$ cat config.mk
export PLATFORM = sky130hd
export DESIGN_NAME = touch_press_stability_qualifier
export DESIGN_NICKNAME = d
export VERILOG_FILES = /design/src/rtl/core/tpsq_pkg.sv /design/src/rtl/core/tpsq_ring_mem.sv /design/src/rtl/core/tpsq_eval.sv /design/src/rtl/core/touch_press_stability_qualifier.sv
export SDC_FILE = /design/constraint.sdc
export NUM_CORES = 1
export LEC_CHECK = 0
export BUFFER_PORTS_ARGS = -buffer_cell sky130_fd_sc_hd__buf_2
export CELL_PAD_IN_SITES_DETAIL_PLACEMENT = 0
export CELL_PAD_IN_SITES_GLOBAL_PLACEMENT = 1
export CORE_MARGIN = 10
export CORE_UTILIZATION = 57
export DETAILED_ROUTE_END_ITERATION = 8
export MAX_ROUTING_LAYER = met4
export PLACE_DENSITY_LB_ADDON = 0.1
export SLEW_MARGIN = 10
export SYNTH_ARGS = -nofsm -noshare
export SYNTH_HDL_FRONTEND = slang
export SYNTH_SLANG_ARGS = --single-unit
$ cat constraint.sdc
create_clock -name clk -period 9.6 [get_ports clk]
set_input_delay 0.48 -clock clk [delete_from_list [all_inputs] [get_ports clk]]
set_output_delay 0.48 -clock clk [all_outputs]
set_load 0.01 [all_outputs]
$ cat src/rtl/core/tpsq_pkg.sv
// Shared constants and types of the touch press stability qualifier.
`timescale 1ns / 1ps

package tpsq_pkg;

  // Default geometry of the sample ring and the converter samples.
  localparam int DEPTH_LOG2_DEF  = 4;
  localparam int SAMPLE_BITS_DEF = 12;

  // Deviation limit register.
  localparam int              LIMIT_W     = 17;
  localparam logic [16:0]     LIMIT_RESET = 17'd60;

  // Status handed from the evaluation sequencer to the top level.
  typedef struct packed {
    logic done;    // one-cycle pulse: evaluation finished
    logic steady;  // summed deviation was below the limit
  } ev_status_t;

endpackage

$ cat src/rtl/core/tpsq_ring_mem.sv
// Sample ring memory: one write port, one read port with registered read data.
`timescale 1ns / 1ps

module tpsq_ring_mem
  import tpsq_pkg::*;
#(
  parameter int DEPTH_LOG2 = DEPTH_LOG2_DEF,
  parameter int WIDTH      = 2 * SAMPLE_BITS_DEF
) (
  input  logic                  clk,
  input  logic                  wr_en,
  input  logic [DEPTH_LOG2-1:0] wr_addr,
  input  logic [WIDTH-1:0]      wr_data,
  input  logic                  rd_en,
  input  logic [DEPTH_LOG2-1:0] rd_addr,
  output logic [WIDTH-1:0]      rd_data
);

  localparam int DEPTH = 1 << DEPTH_LOG2;

  logic [WIDTH-1:0] mem [DEPTH];
  logic [WIDTH-1:0] rd_data_r;

  // Write port.
  always_ff @(posedge clk) begin
    if (wr_en) begin
      mem[wr_addr] <= wr_data;
    end
  end

  // Read port, registered read data.
  always_ff @(posedge clk) begin
    if (rd_en) begin
      rd_data_r <= mem[rd_addr];
    end
  end

  assign rd_data = rd_data_r;

endmodule

$ cat src/rtl/core/tpsq_eval.sv
// Evaluation sequencer: two passes over the ring for the means and the deviation sum.
`timescale 1ns / 1ps

module tpsq_eval
  import tpsq_pkg::*;
#(
  parameter int DEPTH_LOG2  = DEPTH_LOG2_DEF,
  parameter int SAMPLE_BITS = SAMPLE_BITS_DEF
) (
  input  logic                     clk,
  input  logic                     rst_n,
  input  logic                     start,
  input  logic [LIMIT_W-1:0]       limit,
  output logic                     rd_en,
  output logic [DEPTH_LOG2-1:0]    rd_addr,
  input  logic [2*SAMPLE_BITS-1:0] rd_data,
  output ev_status_t               status,
  output logic [SAMPLE_BITS-1:0]   mean_x,
  output logic [SAMPLE_BITS-1:0]   mean_y
);

  localparam int DEPTH = 1 << DEPTH_LOG2;
  localparam int ROUND = DEPTH / 2;
  localparam int SUM_W = SAMPLE_BITS + DEPTH_LOG2;
  localparam int DEV_W = SAMPLE_BITS + DEPTH_LOG2 + 1;
  localparam int CMP_W = (DEV_W > LIMIT_W) ? DEV_W : LIMIT_W;

  localparam logic [2:0] PH_IDLE = 3'd0;
  localparam logic [2:0] PH_SUM  = 3'd1;
  localparam logic [2:0] PH_MEAN = 3'd2;
  localparam logic [2:0] PH_DEV  = 3'd3;
  localparam logic [2:0] PH_CMP  = 3'd4;

  logic [2:0]             phase_r;
  logic [DEPTH_LOG2-1:0]  issue_r;
  logic                   issuing_r;
  logic                   rd_vld_r;
  logic                   rd_last_r;
  logic [SUM_W-1:0]       sum_x_r;
  logic [SUM_W-1:0]       sum_y_r;
  logic [DEV_W-1:0]       dev_r;
  logic [SAMPLE_BITS-1:0] mean_x_r;
  logic [SAMPLE_BITS-1:0] mean_y_r;
  ev_status_t             status_r;

  logic [SAMPLE_BITS-1:0] smp_x;
  logic [SAMPLE_BITS-1:0] smp_y;
  logic [SAMPLE_BITS-1:0] diff_x;
  logic [SAMPLE_BITS-1:0] diff_y;
  logic [DEV_W-1:0]       dev_add;

  assign smp_x = rd_data[SAMPLE_BITS-1:0];
  assign smp_y = rd_data[2*SAMPLE_BITS-1:SAMPLE_BITS];

  // Absolute deviation of the returning pair from the latched means.
  always_comb begin
    diff_x  = (mean_x_r >= smp_x) ? (mean_x_r - smp_x) : (smp_x - mean_x_r);
    diff_y  = (mean_y_r >= smp_y) ? (mean_y_r - smp_y) : (smp_y - mean_y_r);
    dev_add = DEV_W'(diff_x) + DEV_W'(diff_y);
  end

  assign rd_en   = issuing_r;
  assign rd_addr = issue_r;
  assign status  = status_r;
  assign mean_x  = mean_x_r;
  assign mean_y  = mean_y_r;

  // Address issue, read tracking and the pass sequence.
  always_ff @(posedge clk) begin
    if (!rst_n) begin
      phase_r   <= PH_IDLE;
      issue_r   <= '0;
      issuing_r <= 1'b0;
      rd_vld_r  <= 1'b0;
      rd_last_r <= 1'b0;
      status_r  <= '0;
    end else begin
      status_r.done <= (phase_r == PH_CMP);
      rd_vld_r      <= issuing_r;
      rd_last_r     <= issuing_r && (&issue_r);

      if (issuing_r) begin
        issue_r <= issue_r + 1'b1;
        if (&issue_r) begin
          issuing_r <= 1'b0;
        end
      end

      unique case (phase_r)
        PH_IDLE: begin
          if (start) begin
            phase_r   <= PH_SUM;
            issuing_r <= 1'b1;
            issue_r   <= '0;
            sum_x_r   <= SUM_W'(ROUND);
            sum_y_r   <= SUM_W'(ROUND);
          end
        end
        PH_SUM: begin
          if (rd_vld_r) begin
            sum_x_r <= sum_x_r + SUM_W'(smp_x);
            sum_y_r <= sum_y_r + SUM_W'(smp_y);
          end
          if (rd_last_r) begin
            phase_r <= PH_MEAN;
          end
        end
        PH_MEAN: begin
          // Rounded mean: the sum already carries half a step.
          mean_x_r  <= sum_x_r[SUM_W-1:DEPTH_LOG2];
          mean_y_r  <= sum_y_r[SUM_W-1:DEPTH_LOG2];
          dev_r     <= '0;
          issuing_r <= 1'b1;
          issue_r   <= '0;
          phase_r   <= PH_DEV;
        end
        PH_DEV: begin
          if (rd_vld_r) begin
            dev_r <= dev_r + dev_add;
          end
          if (rd_last_r) begin
            phase_r <= PH_CMP;
          end
        end
        PH_CMP: begin
          status_r.steady <= CMP_W'(dev_r) < CMP_W'(limit);
          phase_r         <= PH_IDLE;
        end
        default: begin
          phase_r <= PH_IDLE;
        end
      endcase
    end
  end

endmodule

$ cat src/rtl/core/touch_press_stability_qualifier.sv
// Top level of the touch press stability qualifier.
`timescale 1ns / 1ps

// Usage
// Each request on the in_ stream is one panel tick: pressed flag and an X/Y sample
// pair. Every request yields exactly one result on the out_ stream carrying the
// done_res and beep pulses and the latest rounded means pos_x and pos_y.
// The cfg_ channel writes the deviation limit (reset value 60); it is always ready
// and should only be written while no request is outstanding.
// A tick that needs no evaluation has its result registered at the edge that accepts
// it, so the result is offered from the next cycle and such requests can follow back
// to back. A pressed tick with a full ring and an unconfirmed touch starts two passes
// over the ring memory (one read a cycle): its result is registered after the sum
// pass, the mean step, the deviation pass and the compare step, and the next request
// is taken in the cycle after that result is registered. The memory read port, one
// entry per cycle, sets the length of the passes.
// Reset (synchronous, rst_n low) clears the touch state and the means and loads the
// limit with 60; the ring holds no valid data and is only read after a full refill.
// When the receiver stalls, the result stays in the output register and no new
// request is taken until that register is free or being emptied.

module touch_press_stability_qualifier
  import tpsq_pkg::*;
#(
  parameter int DEPTH_LOG2  = DEPTH_LOG2_DEF,
  parameter int SAMPLE_BITS = SAMPLE_BITS_DEF,
  localparam int IN_BITS    = 1 + 2 * SAMPLE_BITS,
  localparam int IN_W       = ((IN_BITS + 7) / 8) * 8,
  localparam int OUT_BITS   = 2 + 2 * SAMPLE_BITS,
  localparam int OUT_W      = ((OUT_BITS + 7) / 8) * 8
) (
  input  logic               clk,
  input  logic               rst_n,
  input  logic               in_tvalid,
  output logic               in_tready,
  // pressed, sample_x, sample_y (from bit 0 up), zero padded
  input  logic [IN_W-1:0]    in_tdata,
  output logic               out_tvalid,
  input  logic               out_tready,
  // done_res, beep, pos_x, pos_y (from bit 0 up), zero padded
  output logic [OUT_W-1:0]   out_tdata,
  input  logic               cfg_valid,
  output logic               cfg_ready,
  input  logic [LIMIT_W-1:0] cfg_data
);

  localparam logic [1:0] ST_IDLE = 2'd0;
  localparam logic [1:0] ST_EVAL = 2'd1;
  localparam logic [1:0] ST_PUSH = 2'd2;

  logic [1:0]             state_r;
  logic [LIMIT_W-1:0]     limit_r;
  logic [DEPTH_LOG2-1:0]  write_index_r;
  logic                   ring_full_r;
  logic                   touch_held_r;
  logic                   touch_confirmed_r;
  logic [SAMPLE_BITS-1:0] mean_x_r;
  logic [SAMPLE_BITS-1:0] mean_y_r;
  logic                   out_tvalid_r;
  logic [OUT_W-1:0]       out_tdata_r;
  logic [OUT_W-1:0]       out_tdata_nxt;

  logic                   in_pressed;
  logic [SAMPLE_BITS-1:0] in_x;
  logic [SAMPLE_BITS-1:0] in_y;
  logic                   out_free;
  logic                   accept;
  logic                   new_press;
  logic [DEPTH_LOG2-1:0]  wr_addr;
  logic [DEPTH_LOG2-1:0]  wr_idx_inc;
  logic                   full_nxt;
  logic                   do_eval;
  logic                   ev_start;
  logic                   out_load;
  logic                   out_done;
  logic                   out_beep;

  logic                     rd_en;
  logic [DEPTH_LOG2-1:0]    rd_addr;
  logic [2*SAMPLE_BITS-1:0] rd_data;
  ev_status_t               ev_status;
  logic [SAMPLE_BITS-1:0]   ev_mean_x;
  logic [SAMPLE_BITS-1:0]   ev_mean_y;

  // Request fields.
  assign in_pressed = in_tdata[0];
  assign in_x       = in_tdata[SAMPLE_BITS:1];
  assign in_y       = in_tdata[2*SAMPLE_BITS:SAMPLE_BITS+1];

  // Handshakes: a request is taken only when its result can be registered.
  assign out_free   = !out_tvalid_r || out_tready;
  assign in_tready  = (state_r == ST_IDLE) && out_free;
  assign accept     = in_tvalid && in_tready;
  assign cfg_ready  = 1'b1;
  assign out_tvalid = out_tvalid_r;
  assign out_tdata  = out_tdata_r;

  // Ring write position; a new press restarts the ring.
  always_comb begin
    new_press  = in_pressed && !touch_held_r;
    wr_addr    = new_press ? '0 : write_index_r;
    wr_idx_inc = wr_addr + 1'b1;
    full_nxt   = (!new_press && ring_full_r) || (wr_idx_inc == '0);
    do_eval    = in_pressed && full_nxt && !touch_confirmed_r;
    ev_start   = accept && do_eval;
  end

  // Result selection. Writes happen only in the accept cycle and the passes start
  // in the cycle after it, so reads never overlap a write of the same entry.
  always_comb begin
    out_load = 1'b0;
    out_done = 1'b0;
    out_beep = 1'b0;
    unique case (state_r)
      ST_IDLE: begin
        out_load = accept && !do_eval;
        out_done = !in_pressed && touch_held_r && touch_confirmed_r;
      end
      ST_PUSH: begin
        out_load = out_free;
        out_beep = touch_confirmed_r;
      end
      default: begin
        out_load = 1'b0;
      end
    endcase
    out_tdata_nxt = '0;
    out_tdata_nxt[0] = out_done;
    out_tdata_nxt[1] = out_beep;
    out_tdata_nxt[SAMPLE_BITS+1:2] = mean_x_r;
    out_tdata_nxt[2*SAMPLE_BITS+1:SAMPLE_BITS+2] = mean_y_r;
  end

  // Control state and the touch tracking.
  always_ff @(posedge clk) begin
    if (!rst_n) begin
      state_r           <= ST_IDLE;
      limit_r           <= LIMIT_RESET;
      write_index_r     <= '0;
      ring_full_r       <= 1'b0;
      touch_held_r      <= 1'b0;
      touch_confirmed_r <= 1'b0;
      mean_x_r          <= '0;
      mean_y_r          <= '0;
      out_tvalid_r      <= 1'b0;
    end else begin
      if (cfg_valid && cfg_ready) begin
        limit_r <= cfg_data;
      end

      if (out_load) begin
        out_tvalid_r <= 1'b1;
      end else if (out_tready) begin
        out_tvalid_r <= 1'b0;
      end

      unique case (state_r)
        ST_IDLE: begin
          if (accept) begin
            if (in_pressed) begin
              touch_held_r  <= 1'b1;
              write_index_r <= wr_idx_inc;
              ring_full_r   <= full_nxt;
              if (do_eval) begin
                state_r <= ST_EVAL;
              end
            end else begin
              touch_held_r      <= 1'b0;
              touch_confirmed_r <= 1'b0;
            end
          end
        end
        ST_EVAL: begin
          if (ev_status.done) begin
            mean_x_r          <= ev_mean_x;
            mean_y_r          <= ev_mean_y;
            touch_confirmed_r <= ev_status.steady;
            state_r           <= ST_PUSH;
          end
        end
        ST_PUSH: begin
          if (out_free) begin
            state_r <= ST_IDLE;
          end
        end
        default: begin
          state_r <= ST_IDLE;
        end
      endcase
    end
  end

  // Result payload register.
  always_ff @(posedge clk) begin
    if (out_load) begin
      out_tdata_r <= out_tdata_nxt;
    end
  end

  tpsq_ring_mem #(
    .DEPTH_LOG2 (DEPTH_LOG2),
    .WIDTH      (2 * SAMPLE_BITS)
  ) u_ring (
    .clk     (clk),
    .wr_en   (accept && in_pressed),
    .wr_addr (wr_addr),
    .wr_data ({in_y, in_x}),
    .rd_en   (rd_en),
    .rd_addr (rd_addr),
    .rd_data (rd_data)
  );

  tpsq_eval #(
    .DEPTH_LOG2  (DEPTH_LOG2),
    .SAMPLE_BITS (SAMPLE_BITS)
  ) u_eval (
    .clk     (clk),
    .rst_n   (rst_n),
    .start   (ev_start),
    .limit   (limit_r),
    .rd_en   (rd_en),
    .rd_addr (rd_addr),
    .rd_data (rd_data),
    .status  (ev_status),
    .mean_x  (ev_mean_x),
    .mean_y  (ev_mean_y)
  );

  // A confirmed touch is always a held touch.
  a_confirmed_held: assert property (@(posedge clk) disable iff (!rst_n)
    touch_confirmed_r |-> touch_held_r)
    else $error("touch confirmed without being held");

  // An evaluation only finishes while the top level waits for it.
  a_eval_done_state: assert property (@(posedge clk) disable iff (!rst_n)
    ev_status.done |-> (state_r == ST_EVAL))
    else $error("evaluation finished outside the wait state");

  // Starting an evaluation moves to the wait state and blocks new requests.
  a_start_blocks: assert property (@(posedge clk) disable iff (!rst_n)
    ev_start |=> (state_r == ST_EVAL) && !in_tready)
    else $error("request taken during an evaluation");

  // A result never carries both pulses.
  a_pulse_excl: assert property (@(posedge clk) disable iff (!rst_n)
    out_tvalid_r |-> !(out_tdata_r[0] && out_tdata_r[1]))
    else $error("done and beep in the same result");

endmodule
After elaboration in Yosys (flattened, before gate mapping)
Memories as Yosys holds them, arrays and structs flattened. A register that Yosys moved wholly into a read port is not among the register bits.
Cells that the tools add are included.
{"block": "totals", "register_bits": 162, "ramBits": 384, "input_bits": 54, "out_inout_bits": 35, "word_cells": 129, "memories": 1}
{"block": "op_classes", "n_addsub": 10, "order_cmp": 3, "eq_ne": 17, "muxes": 37, "reduce_logical": 37}
{"memory": "u_ring.mem", "depth": 16, "width": 24, "read_ports": 1, "rd_clocked_by_memory_dff": 1, "write_ports": 1, "line": "tpsq_ring_mem.sv:21", "source": "logic [WIDTH-1:0] mem [DEPTH];"}
{"op": "$pmux W16 S2", "count": 2}
{"op": "$mux W16", "count": 3}
{"op": "$sub A12 B12 Y12", "count": 4}
{"op": "$pmux W17 S2", "count": 1}
{"op": "$add A16 B12 Y16", "count": 2}
{"op": "$ge A12 B12 Y1", "count": 2}
{"op": "$mux W12", "count": 2}
{"op": "$add A17 B17 Y17", "count": 1}
{"op": "$lt A17 B17 Y1", "count": 1}
{"op": "$mux W17", "count": 1}
{"op": "$add A12 B12 Y13", "count": 1}
{"op": "$logic_and A1 B1 Y1", "count": 12}
{"op": "$mux W4", "count": 3}
{"op": "$ne A2 B2 Y1 const B", "count": 6}
{"op": "$pmux W3 S4", "count": 1}
{"op": "$reduce_and A4 Y1", "count": 3}
{"op": "$mux W1", "count": 11}
{"op": "$mux W2", "count": 5}
{"op": "$ne A2 B1 Y1 const B", "count": 5}
{"op": "$mux W3", "count": 3}
{"op": "$reduce_and A3 Y1", "count": 3}
{"op": "$add A4 B1 Y4 const B", "count": 2}
{"op": "$pmux W4 S2", "count": 1}
{"op": "$reduce_bool A2 Y1", "count": 4}
{"op": "other kinds (14)", "count": 25}

Depth between registers and ports, before layout
Gate-level depths: netlist (run 1).
{"block": "depth", "ltp_word": 12, "mapped_depth": 28, "depth_no_buf": 27}

Cells and area by module
Synthesis (run 1) repeated with hierarchy kept, for this count alone.
{"block": "unflattened", "hier_cells": 1737, "area_unflattened_um2": 25634.6}
{"mod": "tpsq_ring_mem", "n_inst": 1, "cells_per_inst": 636, "area_each_um2": 15170.8, "seq_area_each_um2": 12251.8}
{"mod": "tpsq_eval", "n_inst": 1, "cells_per_inst": 840, "area_each_um2": 7648.6, "seq_area_each_um2": 2432.3}
{"mod": "touch_press_stability_qualifier", "n_inst": 1, "cells_per_inst": 261, "area_each_um2": 2815.2, "seq_area_each_um2": 1801.7}

Least setup slack after synthesis (run 1)
OpenSTA, ideal clock, no wires.
{"block": "synth_timing", "kind": "register -> register", "start": "register u_eval.mean_y_r[0], in the netlist u_eval.mean_y[0]", "end": "register u_eval.dev_r[13] (data pin)", "setup_time_ps": 266, "arrival_ps": 5244, "required_ps": 9334, "path_slack_ps": 4090, "path_stages_with_launch": 26, "n_path_buf": 1, "synth_period_minus_slack_ps": 5510, "cell_sequence": "edfxtp_1 inv_1 ha_1 inv_1 fa_1 a21o_1 a221oi_2 o21ai_1 o21a_1 o21ai_1 buf_4 mux2_1 ha_1 a21o_1 a21oi_1 nand2b_1 a21oi_1 a2111oi_0 o21bai_1 xor2_1 ha_1 or3_1 or2_2 a31oi_1 xor2_1 nor2_1"}
{"block": "synth_via", "elab_chain_cells": 6, "elab_cells_between_ends": 8, "classes_between": "add/sub: 4; order compare: 1; mux: 3"}
{"element": "start: declaration", "line": "tpsq_eval.sv:43", "source": "logic [SAMPLE_BITS-1:0] mean_y_r;"}
{"element": "start signal: assignment", "line": "tpsq_eval.sv:111", "source": "mean_y_r <= sum_y_r[SUM_W-1:DEPTH_LOG2];"}
{"element": "$sub A12 B12 Y12 or $ge A12 B12 Y1 (tied branches)", "line": "tpsq_eval.sv:58", "source": "diff_y = (mean_y_r >= smp_y) ? (mean_y_r - smp_y) : (smp_y - mean_y_r);"}
{"element": "$mux W12 (*)", "line": "tpsq_eval.sv:58"}
{"element": "$add A12 B12 Y13 (*)", "line": "tpsq_eval.sv:59", "source": "dev_add = DEV_W'(diff_x) + DEV_W'(diff_y);"}
{"element": "$add A17 B17 Y17 (*)", "line": "tpsq_eval.sv:119", "source": "dev_r <= dev_r + dev_add;"}
{"element": "$mux W17 (*)", "line": "tpsq_eval.sv:118", "source": "if (rd_vld_r) begin"}
{"element": "$pmux W17 S2 (*)", "line": "tpsq_eval.sv:89", "source": "unique case (phase_r)"}
{"element": "end signal: assignment", "line": "tpsq_eval.sv:119"}
{"element": "end: declaration", "line": "tpsq_eval.sv:41", "source": "logic [DEV_W-1:0] dev_r;"}
Mark *: on every way between the ends. The rest lies on a longest branch, timed or not. The select of a mux whose other input is x is not followed.
A chain may end at the register's enable or synchronous reset.

Final worst setup path (run 1)
Ends and elaborated chain as after synthesis.

==> flow_summary.yaml, run 1 <==
clocking:
  clock-root-buffer: "clkbuf_16"
  cts_tree: "done"
  cts_resized: 0
  cts.clk_slew.worst_paths_ns: 0.06
  htreeDepth: 2
  cts_sinks: 570
  clock_path_buffers: 3
  ctsHoldBuffers: 0
  numCtsBuffers: 55
  post_cts_buffers: 0
  clkLatencyLatePin_ns: 0.61
yosys:
  synth-warning-count: 0
  synth_edf_count: 507
  syn_area_per_cell_um2: 15.5
  synthCells: 1663
  synth_most_common_cell: "edfxtp_1"
  ys_seq_area_share_pct: 64.2
  synth_top_area_share_pct: 59.3
  ys_ff_latch: 570
  synth.distinct_cells: 63
  synth.cell_area_mm2: 0.0257
  synthTopCellsByCount: "edfxtp_1, mux4_2, ha_1"
  synth.area.top_cells: "edfxtp_1, mux4_2, ha_1"
  synth_top_cell_by_area: "edfxtp_1"
  ys.flop_type: "edfxtp_1"
  synthArstFlopShare_pct: 0
floorplanning:
  die_w_um: 232
  initial_core_util_pct: 57.8
  rows: 77
  fp.coreArea_mm2: 0.0444
  ios: 89
  die_y_um: 232
  die-area_mm2: 0.0540
route:
  drtPass1Iterations: 5
  wl_mm: 53.6
  via_per_inst: 5.85
  drt_iter0_drc: 1178
  ant_nets: 0
  vias: 14064
  wl_per_cell_um: 22.3
  route.detailed.drc: 0
critical_path:
  timing.rr.start: "u_eval.mean_y[0]"
  slowest_stage: "o21ai_1"
  reg2regPathDepth: 24
  max_stage_delay_ns: 0.84
  r2r_slack_ns: 2.82
  worstPathMaxFanout: 10
  crit_chain: "inv_1, ha_1, inv_1, fa_1, a21o_1, a221oi_2, o21ai_1, o21a_1, o21ai_1, mux2_1, ha_1, a21o_1, a21oi_1, nand2b_1, a21oi_1, a2111oi_0, o21bai_1, xor2_1, ha_1, or3_1, or2_2, a31oi_1, xor2_1, nor2_1"
  cp_data_arrival_time_ns: 7.10
  crit_top_cell: "ha_1"
  path_class: "reg -> reg"
  r2r_end: "u_eval.dev_r[13]"
  crit_required_ns: 9.93
  crit_path_start_kind: "flip-flop"
  cp-end-kind: "flip-flop"
worst_hold_path:
  worstHoldStart: "cfg_data[3]"
  min_path_cells: 3
  worstHoldEndpoint: "limit_r[3]"
  hp-class: "in -> reg"
power_and_ir_drop:
  power.density_mw_per_mm2: 174
  ir_drop_uv: 179
  p_leak_nw: 10.2
sta:
  tightestPinTransition_ns: 1.13
  clock.fmax_mhz: 148
  final.setup.tns_ns: 0
  setup_violations: 0
  clock-skew-final_ns: 0.0206
  rsz0062_at_grt: "no"
  period_needed_ns: 6.78
  slew_violations: 0
  final.period_utilization_pct: 70.6
  timing.final.hold_violations: 0
  relSlewSlack_pct: 25.0
layout:
  syn_to_final_growth_pct: 11.5
  drive_gt1_share_pct: 18.3
  fin_util_pct: 64.5
  nets: 1945
global_route:
  grt_overflow: 0
  grt_max_degree: 65
  antenna_found_initial: 2
  grt_pass1_wl_mm: 82.6
  grtUsageTotal_pct: 20.6
  grt_pass1_vias: 14043
outcome:
  outcome: "complete, no violations"
run:
  cap_violations: 0
place:
  place_hpwl_mm: 33.0
  io_buffers: 74
  finalWeightedCongestion: 0.871
## placed cells by master (no fill, tap or decap), types with 8 or more instances in the layout
| cell type | n |
|---|---|
| mux4_2 | 120 |
| o21a_1 | 13 |
| ha_1 | 116 |
| nor2_2 | 17 |
| buf_4 | 28 |
| inv_1 | 98 |
| bufinv_16 | 8 |
| xor2_1 | 33 |
| a211oi_1 | 12 |
| a21oi_1 | 66 |
| mux2i_1 | 38 |
| clkinv_2 | 16 |
| nor2b_1 | 28 |
| clkinv_1 | 11 |
| nand2b_1 | 13 |
| clkbuf_1 | 8 |
| fa_1 | 8 |
| nor3_1 | 19 |
| a21boi_0 | 33 |
| clkbuf_16 | 55 |
| o21bai_1 | 10 |
| dfxtp_1 | 60 |
| nand2_1 | 107 |
| xnor2_1 | 30 |
| o21ai_0 | 41 |
| a31oi_1 | 8 |
| o211ai_1 | 11 |
| edfxtp_1 | 507 |
| and3_1 | 13 |
| a21o_1 | 35 |
| buf_2 | 74 |
| nand3_1 | 16 |
| nor2_1 | 69 |
## registers in the layout, summed over array words and instances, names as in the netlist, 4 cells and up
name and count:
limit_r 17, mean_x_r 12, mean_y_r 12, out_tdata 26
u_eval.dev_r 17, u_eval.mean_x 12, u_eval.mean_y 12, u_eval.rd_addr 4
u_eval.sum_x_r 16, u_eval.sum_y_r 16, u_ring.mem 384, u_ring.rd_data 24
write_index_r 4
## power by group
group / switching [mW] / internal (mW)
sequential: 0.00586 / 2.71
combinational: 0.0609 / 0.0330
clock: 0.905 / 1.27
## worst max-delay path: cells and delay by family, from the launching register on
kind | cells | cell delay [ns]
DFF | 1 | 0.41
muxes | 1 | 0.42
buffers and inverters | 2 | 0.16
adders and majority gates | 4 | 1.13
xor gates and xnor gates | 2 | 0.35
and+or+nand+nor | 4 | 0.97
AOI/OAI and AO/OA | 11 | 3.05
## through the flow
stage / worst slack, ns / total power [mW] / std cells / cell area, um^2 / hold WS (ns)
finish: 2.82 / 4.98 / 2405 / 28700 / 0.104
global route: 2.23 / 5.13 / 2405 / 28700 / 0.0947
CTS: 2.83 / 5.03 / 2403 / 28600 / 0.0656
detailed placement: 2.88 / 2.86 / 2302 / 26800 / 0.418
global placement: 2.87 / 2.86 / 2302 / 26800 / 0.414
floorplan: 4.09 / 2.81 / 1668 / 25700 / 0.408
## metal layers
metal / global-route usage, % / routed length (um) / vias up
met4: 6.04 / 1250 / 0
met3: 3.01 / 2610 / 85
li1: - / - / 6573
met1: 26.3 / 22500 / 7052
met5: - / 0 / -
met2: 34.1 / 27200 / 354
## cell type report
| type | instances | area (um^2) |
|---|---|---|
| Antenna cell | 2 | 5.00 |
| Inverter | 98 | 368 |
| Clock inverter | 38 | 429 |
| Sequential cell | 570 | 16500 |
| Fill cell | 3103 | 15800 |
| Timing Repair Buffer | 102 | 581 |
| Multi-Input combinational cell | 940 | 8630 |
| Tap cell | 592 | 741 |
| Clock buffer | 63 | 1410 |
## kinds of logic after synthesis
| kind of cell | Yosys count | share of synthesized area [%] |
|---|---|---|
| flops | 570 | 64.2 |
| simple gates | 317 | 5.74 |
| compound gates | 268 | 7.00 |
| mux | 161 | 12.1 |
| buf+inv | 158 | 2.51 |
| fa+ha+maj | 124 | 6.27 |
| xor+xnor | 63 | 2.15 |
| other cells | 2 | 0.0292 |
## how the worst max path moves through the flow
stage                     startpoint                to  slack [ns]  cells after the start
floorplan           u_eval.mean_y[0]  u_eval.dev_r[13]        4.09                     25
global placement    u_eval.mean_y[0]  u_eval.dev_r[13]        2.87                     24
detailed placement  u_eval.mean_y[0]  u_eval.dev_r[13]        2.88                     24
CTS                 u_eval.mean_y[0]  u_eval.dev_r[13]        2.83                     24
global route        u_eval.mean_y[0]  u_eval.dev_r[15]        2.23                     26
finish              u_eval.mean_y[0]  u_eval.dev_r[13]        2.82                     24
Note: power is estimated with default switching activity, not from simulation.
==> run 2: changes to the inputs <==
- CORE_UTILIZATION: 57 -> 53
- clock period: 9.6 -> 7 ns (I/O delays scaled with it)
==> run 2 against run 1 <==
Critical path depth is 2 higher. Power up 39%. First-iteration DRC count is 26% lower. Non-clock buffer count increased by 20. Sequential power up 37%. Utilization down 4.0 points. Sequential cell count unchanged. Design area up 1.1%. Die area up 6.9%. Highest routed layer unchanged. Routed wire length grew 1.6%. Combinational power up 45%. Worst hold slack worse by 0.011 ns.
==> flow_summary.yaml, run 2 (same netlist as run 1, synthesis figures left out) <==
outcome:
  outcome: "complete, no violations"
worst_hold_path:
  min_path_cells: 1
  hp-class: "in -> reg"
critical_path:
  path_class: "reg -> reg"
  cp_data_arrival_time_ns: 6.66
  reg2regPathDepth: 26
  path_depth: 26
  slowest_stage: "a31oi_1"
  crit_required_ns: 7.34
  max_stage_delay_ns: 0.50
  cp-end-kind: "flip-flop"
  worstPathMaxFanout: 6
  crit_family: "compound AO/OA/AOI/OAI gates"
  r2r_slack_ns: 0.68
  critPathBufInv: 2
  crit_path_start_kind: "flip-flop"
sta:
  final.period_utilization_pct: 90.2
  slew_violations: 0
  final.setup.tns_ns: 0
  clock-skew-final_ns: 0.0189
  finalWorstSetupSlack_ns: 0.685
  period_needed_ns: 6.32
  setup_violations: 0
  clock.fmax_mhz: 158
  timing.final.hold_violations: 0
  rsz0062_at_grt: "no"
  tightestPinTransition_ns: 1.06
  relSlewSlack_pct: 29.1
route:
  drtPass1Iterations: 5
  vias: 14100
  wl_mm: 54.4
  via_per_inst: 5.75
  drt_iter0_drc: 876
  ant_nets: 0
  route.detailed.drc: 0
  wl_per_cell_um: 22.2
global_route:
  grt_pass1_vias: 14436
  grtUsageTotal_pct: 19.8
  grt_overflow: 0
  antenna_found_initial: 4
  grt_max_degree: 66
  grt_pass1_wl_mm: 84.4
power_and_ir_drop:
  power.density_mw_per_mm2: 240
  ir_drop_uv: 271
  power_mw: 6.94
  p_leak_nw: 10.3
layout:
  fin_util_pct: 60.5
  nets: 1967
  nFillCells: 3608
  syn_to_final_growth_pct: 12.7
  largest_register_ffs: 384
  drive_gt1_share_pct: 18.5
  layout_commonest_cell: "edfxtp_1"
  regMostFlops: "u_ring.mem"
  layout_common_cells: "edfxtp_1, mux4_2, ha_1"
  stdcell_area_mm2: 0.0290
clocking:
  clock_path_buffers: 3
  clock-root-buffer: "clkbuf_16"
  cts_resized: 0
  cts_tree: "done"
  cts.clk_slew.worst_paths_ns: 0.06
  htreeDepth: 2
  cts_sinks: 570
  numCtsBuffers: 57
  post_cts_buffers: 0
  clkLatencyLatePin_ns: 0.63
place:
  dp_slack_ns: 0.707
  finalWeightedCongestion: 0.861
  place_hpwl_mm: 34.3
  dpl_cell_area_mm2: 0.0269
  io_buffers: 74
run:
  cap_violations: 0
floorplanning:
  fp.coreArea_mm2: 0.0478
  initial_core_util_pct: 53.7
  die_w_um: 240
  die-area_mm2: 0.0577
  ios: 89
  die_y_um: 240
  rows: 80
run 2: cell types whose count changed in the layout (fill, tap and decap cells not counted), moves of 3 or more:
cell           delta
dlygate4sd3_1    +17
clkbuf_16         +3
clkbuf_8          +6
clkinv_1          -3
clkinv_2          -6
buf_4             +3
run 2: final timing paths:
kind                    start           endpoint
max          u_eval.mean_x[0]   u_eval.dev_r[15]
min reg2reg       mean_x_r[1]       out_tdata[3]
max reg2reg  u_eval.mean_x[0]   u_eval.dev_r[15]
min              in_tdata[12]  u_ring.mem[3][11]
run 2: metal layers:
layer	global-route usage [%]	part of all wire [%]	vias up
met2	34.3	52	268
met5	-	0	-
met4	4.74	1.9	0
met1	23.7	41	7138
met3	3.85	4.8	69
li1	-	-	6625
run 2: metrics by stage:
step                      hold slack, ns  std cells
after floorplan                    0.408       1668
after global placement             0.413       2328
after detailed placement           0.415       2328
after CTS                         0.0547       2449
after global routing              0.0733       2453
final                             0.0934       2453
run 2: area by class of cell:
| cell class | count | area [um^2] | area share, % |
|---|---|---|---|
| flip-flops and latches | 570 | 16500 | 56.9 |
| diodes | 4 | 10.0 | 0.0346 |
| repair buffers | 122 | 773 | 2.67 |
| well taps | 615 | 769 | 2.66 |
| clock buffers | 74 | 1570 | 5.42 |
| clock inverters | 30 | 354 | 1.22 |
| inverters | 98 | 368 | 1.27 |
| multi-input cells | 940 | 8630 | 29.8 |
run 2: power breakdown:
| part | total [mW] | switching [mW] | internal (mW) |
|---|---|---|---|
| Combinational | 0.136 | 0.0847 | 0.0515 |
| Sequential | 3.72 | 0.00821 | 3.72 |
| Clock | 3.08 | 1.27 | 1.81 |
| Total | 6.94 | 1.37 | 5.57 |
run 2: repair_timing:
item | 4_1_cts | 5_1_grt
endpoints found under the hold margin | 17 | 0
setup endpoints to repair | 0 | 0
hold buffers | 17 | 0
==> run 3: changes to the inputs <==
- SLEW_MARGIN: 10 -> default
- clock period: 7 -> 6.6 ns (I/O delays scaled with it)
==> run 3 against run 2 <==
Global-route usage down 0.11 points. Sequential power up 6.2%. Critical path depth unchanged. First-iteration DRC count rose by 7.9%. Die area unchanged. Power is 4.2% higher. Clock skew increased by 0.011 ns. Critical path type unchanged. Largest cell class unchanged. Highest routed layer unchanged.
==> flow_summary.yaml, run 3 (same netlist as run 1, synthesis figures left out) <==
clocking:
  clkLatencyLatePin_ns: 0.63
  cts_sinks: 570
  cts_resized: 0
  post_cts_buffers: 0
  clock_path_buffers: 3
  cts_tree: "done"
  numCtsBuffers: 57
  htreeDepth: 2
  cts.clk_slew.worst_paths_ns: 0.06
  clock-root-buffer: "clkbuf_16"
floorplanning:
  ios: 89
  die-area_mm2: 0.0577
  die_w_um: 240
  fp.coreArea_mm2: 0.0478
  rows: 80
  initial_core_util_pct: 53.7
  die_y_um: 240
power_and_ir_drop:
  power_frac_seq_pct: 54.6
  power.density_mw_per_mm2: 250
  ir_drop_uv: 240
  p_leak_nw: 10.3
  p_int_mw: 5.79
  swShare_pct: 19.9
  clock_power_share_pct: 43.4
  power_frac_comb_pct: 2.0
  switching_power_mw: 1.44
route:
  drt_iter0_drc: 945
  via_per_inst: 5.72
  drtPass1Iterations: 5
  wl_mm: 54.5
  route.detailed.drc: 0
  ant_nets: 0
  wl_per_cell_um: 22.2
  vias: 14038
layout:
  nets: 1966
  drive_gt1_share_pct: 18.0
  layout_commonest_cell: "edfxtp_1"
  syn_to_final_growth_pct: 12.4
  final_cells: 2456
  largest_register_ffs: 384
  regMostFlops: "u_ring.mem"
  layout_common_cells: "edfxtp_1, mux4_2, ha_1"
  stdcell_area_mm2: 0.0289
critical_path:
  crit_family: "compound AO/OA/AOI/OAI gates"
  cp_data_arrival_time_ns: 6.45
  crit_required_ns: 6.93
  path_class: "reg -> reg"
  critPathBufInv: 3
  slowest_stage: "edfxtp_1"
  max_stage_delay_ns: 0.42
  crit_path_start_kind: "flip-flop"
  worstPathMaxFanout: 8
  cp-end-kind: "flip-flop"
sta:
  slew_violations: 0
  finalWorstSetupSlack_ns: 0.475
  tightestPinTransition_ns: 1.14
  clock-skew-final_ns: 0.0295
  clock.fmax_mhz: 163
  final.period_utilization_pct: 92.8
  timing.final.hold_violations: 0
  setup_violations: 0
  period_needed_ns: 6.12
  relSlewSlack_pct: 24.1
run:
  cap_violations: 0
place:
  io_buffers: 74
  place_hpwl_mm: 34.0
  finalWeightedCongestion: 0.877
  dpl_cell_area_mm2: 0.0269
  dp_slack_ns: 0.517
  placedCellCount: 2327
global_route:
  grt_pass1_wl_mm: 83.9
  grtUsageTotal_pct: 19.7
  grt_max_degree: 79
  grt_pass1_vias: 14219
  grt_overflow: 0
  antenna_found_initial: 5
worst_hold_path:
  hp-class: "in -> reg"
outcome:
  outcome: "complete, no violations"
run 3: changes by cell type in the layout (fill, tap and decap cells not counted), sizes merged:
cell    previous run  this run
clkbuf            74        84
clkinv            22        17
bufinv             6         3
buf              105       104
diode              4         5
inv               99       100
run 3: timing repair:
item	4_1_cts	5_1_grt
endpoints found under the setup margin	0	0
hold buffers	17	0
hold endpoints to repair	17	0
run 3: power by group through the flow:
stage,clock network (mW),logic [mW],registers (mW)
floorplan,0,0.0622,4.03
global placement,0,0.132,4.02
detailed placement,0,0.138,4.03
CTS,3.21,0.146,3.95
global route,3.35,0.161,3.95
finish,3.14,0.145,3.95
run 3: final cells by class:
class | count | area [um^2]
Multi-Input combinational cell | 940 | 8630
Timing Repair Buffer | 121 | 778
Antenna cell | 5 | 12.5
Clock inverter | 23 | 236
Clock buffer | 84 | 1590
Tap cell | 615 | 769
Sequential cell | 570 | 16500
Fill cell | 3626 | 19000
Inverter | 98 | 368
run 3: worst paths after layout:
check / start / to / slack (ns) / depth (start not counted)
worst max-delay path: u_eval.mean_y[0] / u_eval.dev_r[15] / 0.48 / 26
worst max register to register: u_eval.mean_y[0] / u_eval.dev_r[15] / 0.48 / 26
worst min-delay path: in_tdata[10] / u_ring.mem[4][9] / 0.08 / 1
worst min register to register: mean_y_r[7] / out_tdata[21] / 0.43 / 0
run 3: per-stage QoR:
step           hold WS, ns  TNS (ns)  total power [mW]  utilization, %
6_report            0.0773         0              7.23            60.4
5_1_grt             0.0645  -0.00232              7.46            60.4
4_1_cts             0.0409         0              7.30            60.3
3_5_place_dp         0.413         0              4.16            56.2
3_3_place_gp         0.413         0              4.16            56.2
2_1_floorplan        0.408         0              4.09               -
run 3: per-layer routing:
layer  wire (um)  vias to the layer above  track usage [%]
met5           0                        -                -
met2       28300                      276             33.9
met1       23000                     7069             24.2
met3        2390                       64             3.14
li1            -                     6629                -
met4         841                        0             4.45
